<file path="src/hw/rtl/bfs_ram.sv">
// ----------------------------------------------------------------------------
// bfs_ram
// generic simple dual-port ram, one write and one registered read port
// ----------------------------------------------------------------------------
module bfs_ram #(
	parameter int WIDTH = 8,
	parameter int DEPTH = 256
) (
	input  logic                     clk,
	input  logic                     we,
	input  logic [$clog2(DEPTH)-1:0] waddr,
	input  logic [WIDTH-1:0]         wdata,
	input  logic                     re,
	input  logic [$clog2(DEPTH)-1:0] raddr,
	output logic [WIDTH-1:0]         rdata
);
	logic [WIDTH-1:0] mem [DEPTH];

	always_ff @(posedge clk) begin
		if (we) begin
			mem[waddr] <= wdata;
		end
		if (re) begin
			rdata <= mem[raddr];
		end
	end
endmodule

</file>
<file path="config.mk">
export PLATFORM = sky130hd
export DESIGN_NAME = bfs_ram
export DESIGN_NICKNAME = d
export VERILOG_FILES = /design/src/hw/rtl/bfs_ram.sv
export SDC_FILE = /design/constraint.sdc
export NUM_CORES = 2
export LEC_CHECK = 0
export BUFFER_PORTS_ARGS = -buffer_cell sky130_fd_sc_hd__buf_2
export CAP_MARGIN = 20
export CORE_MARGIN = 2
export CORE_UTILIZATION = 45
export DETAILED_ROUTE_END_ITERATION = 10
export SYNTH_ARGS = -nofsm -noshare
export SYNTH_HDL_FRONTEND = slang
export SYNTH_SLANG_ARGS = --single-unit
</file>
<file path="constraint.sdc">
create_clock -name clk -period 3.5 [get_ports clk]
set_input_delay 0.7 -clock clk [delete_from_list [all_inputs] [get_ports clk]]
set_output_delay 0.7 -clock clk [all_outputs]
set_load 0.005 [all_outputs]
</file>
# Word level (Yosys, flattened, before mapping)
# Memory sizes are Yosys's and may differ from the RTL's. A register that Yosys moved wholly into a read port is not among the register bits.
# Index checks and enable logic that the tools add are counted.
[classes]
muxes = 2
[op_table]
columns = ["operator", "n"]
rows = [
  ["two-way mux 1 bit", 2],
]
[word_totals]
reg_bits = 0
ram_bits = 2048
out_inout_bits = 8
n_memories = 1
[mem_list]
columns = ["name", "depth", "width", "rd", "rd_clocked_by_memory_dff", "write_ports", "line", "text"]
rows = [
  ["mem", 256, 8, 1, 1, 1, "17", "logic [WIDTH-1:0] mem [DEPTH];"],
]

# Longest topological paths before layout
[logic_depth]
ltp_word = 2
depth_mapped = 11

# Least setup slack after synthesis
# OpenSTA, ideal clock, no wires.
[synth_path]
path_kind = "input -> register"
start = "input raddr[0]"
end = "register rdata[2], read port of mem (data pin)"
t_arrival_ns = 2.507
required_time_ns = 3.231
setup_slack_ns = 0.724
path_stages = 9
cell_sequence = "buf_6 buf_12 buf_8 buf_2 mux4_2 a22oi_1 a21oi_1 nor4_1 nor4_2"
[synth_lines]
columns = ["item", "line", "text"]
rows = [
  ["from (decl)", "14", "input logic [$clog2(DEPTH)-1:0] raddr,"],
  ["to (decl)", "15", "output logic [WIDTH-1:0] rdata"],
]

==> reports/metrics.yaml <==
power_and_ir_drop:
  ir_worst_vdd_mv: 0.438
  total_leakage_power_nw: 30.0
  fin_total_pwr_mw: 51.6
  powerDensity_nw_per_um2: 552
logic_synthesis:
  seq_area_frac_synth_pct: 77.5
  synth-simple-area-share_pct: 2.63
  synth-compound-area-share_pct: 3.42
  yosysUniqueCellTypes: 54
  ys_ff_latch: 2056
  synth_xor_area_share_pct: 0
  avgSynthCellArea_um2: 21.3
  synthMuxAreaShare_pct: 14.6
  synth_edf_count: 2056
  synth_ff_type: "edfxtp_1"
  syn-instance-count: 3733
  synth_top_family_by_area: "multiplexers"
  syn-num-nets: 3760
  synth_warnings: 0
  syn_area_um2: 79600
  synth-adder-area-share_pct: 0
  ys_async_sr_fraction_pct: 0
detailed_routing:
  drt_iter0_markers: 5464
  wl_um: 202000
  antenna_left: 0
  firstDrtPassIters: 5
  vias_per_cell: 5.89
  drc: 0
  wl_per_cell_um: 29.5
  vias: 40364
timing:
  fmax_ghz: 0.312
  period_needed_ns: 3.21
  final-hold-violation-count: 0
  holdWs_ns: 0.272
  setup_violations: 0
  period_share_pct: 91.6
  report.final.slew_viol_count: 0
  relSlewSlack_pct: 24.6
  setup_ws_ns: 0.293
  clock_skew_ns: 0.0627
  worstMarginPinSlew_ns: 1.12
  rsz0062_at_grt: "no"
place:
  dp_hpwl_um: 128000
  gp_congestion: 0.819
  io_buffers: 34
  dpl-instance-area_um2: 86700
  preCtsSetupSlack_ns: -0.727
clock_tree:
  htreeDepth: 4
  root_buffer: "clkbuf_16"
  cts_tree: "yes"
  cts_made_buffers: 206
  cts_resized: 0
  clock_sinks: 2056
  clock_path_buffers: 3
  clk_pin_slew_ns: 0.06
  post-cts-setup-buffers: 0
  cts_hold_buf: 0
  insertion_delay_ns: 0.84
setup_path:
  endpoint_kind: "register"
  arrival_ns: 3.78
  reg2reg_depth: 6
  critPathKind: "in -> reg"
  required_ns: 4.07
  r2r-start: "mem[131][0]"
  r2r_end: "rdata[0]"
  critPathMaxFanout: 29
  critPathLaunchType: "primary input"
  reg2reg_slack_ns: 0.76
final_layout:
  final_cell_mix: "2056 x edfxtp_1, 524 x buf_4, 454 x mux4_2"
  final_common_cell: "edfxtp_1"
  postLayoutCellArea_um2: 93400
  area_growth_syn_to_layout_pct: 17.3
  drive_above_1_share_pct: 30.8
  finalNetCount: 4358
  final_core_util_pct: 53.1
status:
  outcome: "finished, final reports clean"
global_routing:
  grt_max_degree: 129
  antenna_found_initial: 9
  grt_pass1_wl_um: 289000
  grtUsageTotal_pct: 22.3
  grt_remaining_overflow: 0
  grt_pass1_vias: 40372
floorplan:
  row_count: 154
  start_util_pct: 45.3
  dieArea_um2: 180000
  die_y_um: 425
  die_w_um: 425
  core_um2: 176000
  io_pins: 35
flow_run:
  maxCapViolCount: 0
min_path:
  hp-start: "re"
  min_path_type: "in -> reg"
  whs_endpoint: "rdata[2]"
  holdPathStages: 1
final cells by class:
type                    count  area [µm²]
clock inverters           130        1370
fillers                 13468       82500
clock buffers             247        5310
well taps                2340        2930
multi-input cells        1442       16500
diodes                      8        20.0
flip-flops and latches   2056       61700
repair buffers            623        5530
inverters                   2        7.51
critical path: stages:
cell and delay (ns):
buf_8 0.11, buf_12 0.17, buf_12 0.27, buf_12 0.27, mux4_2 0.57, o311ai_0 0.46
o22ai_1 0.26, nor4_2 0.60, buf_4 0.22, nor4_2 0.04
Yosys cell counts (8+ instances only):
| cell type | count | area share (%) |
|---|---|---|
| o22ai_1 | 28 | 0.22 |
| a22o_1 | 8 | 0.088 |
| buf_12 | 8 | 0.20 |
| buf_4 | 27 | 0.25 |
| o221ai_1 | 46 | 0.51 |
| o21ai_0 | 10 | 0.063 |
| nor2b_1 | 31 | 0.24 |
| o211ai_1 | 10 | 0.094 |
| nand2b_1 | 8 | 0.063 |
| nor2_1 | 282 | 1.3 |
| buf_6 | 21 | 0.30 |
| mux2i_1 | 134 | 1.7 |
| buf_1 | 22 | 0.10 |
| nor4_1 | 24 | 0.19 |
| a22oi_1 | 133 | 1.3 |
| mux4_2 | 454 | 13 |
| nand3_1 | 34 | 0.21 |
| buf_2 | 31 | 0.19 |
| buf_8 | 13 | 0.25 |
| clkbuf_1 | 111 | 0.52 |
| a211oi_1 | 16 | 0.15 |
| a21oi_1 | 96 | 0.60 |
| nor3_1 | 22 | 0.14 |
| nand4_1 | 10 | 0.079 |
| nand2_1 | 33 | 0.16 |
| a221oi_1 | 13 | 0.14 |
| edfxtp_1 | 2056 | 78 |
how the worst max path moves through the flow:
stage	startpoint	to	slack (ns)	cells after the start
6_report	raddr[0]	rdata[6]	0.29	10
5_1_grt	raddr[0]	rdata[6]	0.20	10
4_1_cts	raddr[0]	rdata[6]	0.15	10
3_5_place_dp	raddr[0]	rdata[6]	-0.73	10
3_3_place_gp	raddr[0]	rdata[6]	-0.66	10
2_1_floorplan	raddr[0]	rdata[2]	0.72	9
sequential cells by signal, indices dropped and copies added (netlist names):
signal and count:
mem 2048, rdata 8
metal layers:
layer  global-route usage (%)  part of all wire, %  vias up  routed length (µm)
met4                     5.60                  2.4        2                4890
met2                     35.7                   48     1672               97200
met3                     4.20                  8.0      274               16200
met5                        0               0.0045        -                   9
met1                     31.9                   41    21504               83400
li1                         -                    -    16912                   -
report_power, final:
| part | switching (mW) | leakage (nW) | internal [mW] | total [mW] |
|---|---|---|---|---|
| clock network | 9.32 | 3.24 | 12.3 | 21.7 |
| logic | 1.66 | 8.27 | 1.06 | 2.72 |
| registers | 0.0287 | 18.5 | 27.2 | 27.2 |
logic make-up (layout without fill, tap and decap cells):
group / Yosys count / after routing
AOI/OAI and AO/OA: 385 / 385
buffers and inverters: 235 / 1002
DFF: 2056 / 2056
and+or+nand+nor: 466 / 466
other: 0 / 8
muxes: 591 / 591
metrics by stage:
step / TNS [ns] / std cells
6_report: 0 / 6848
5_1_grt: 0 / 6841
4_1_cts: 0 / 6840
3_5_place_dp: -2.21 / 6463
3_3_place_gp: -1.91 / 6463
2_1_floorplan: 0 / 3733
Note: power is estimated with default switching activity, not from simulation.
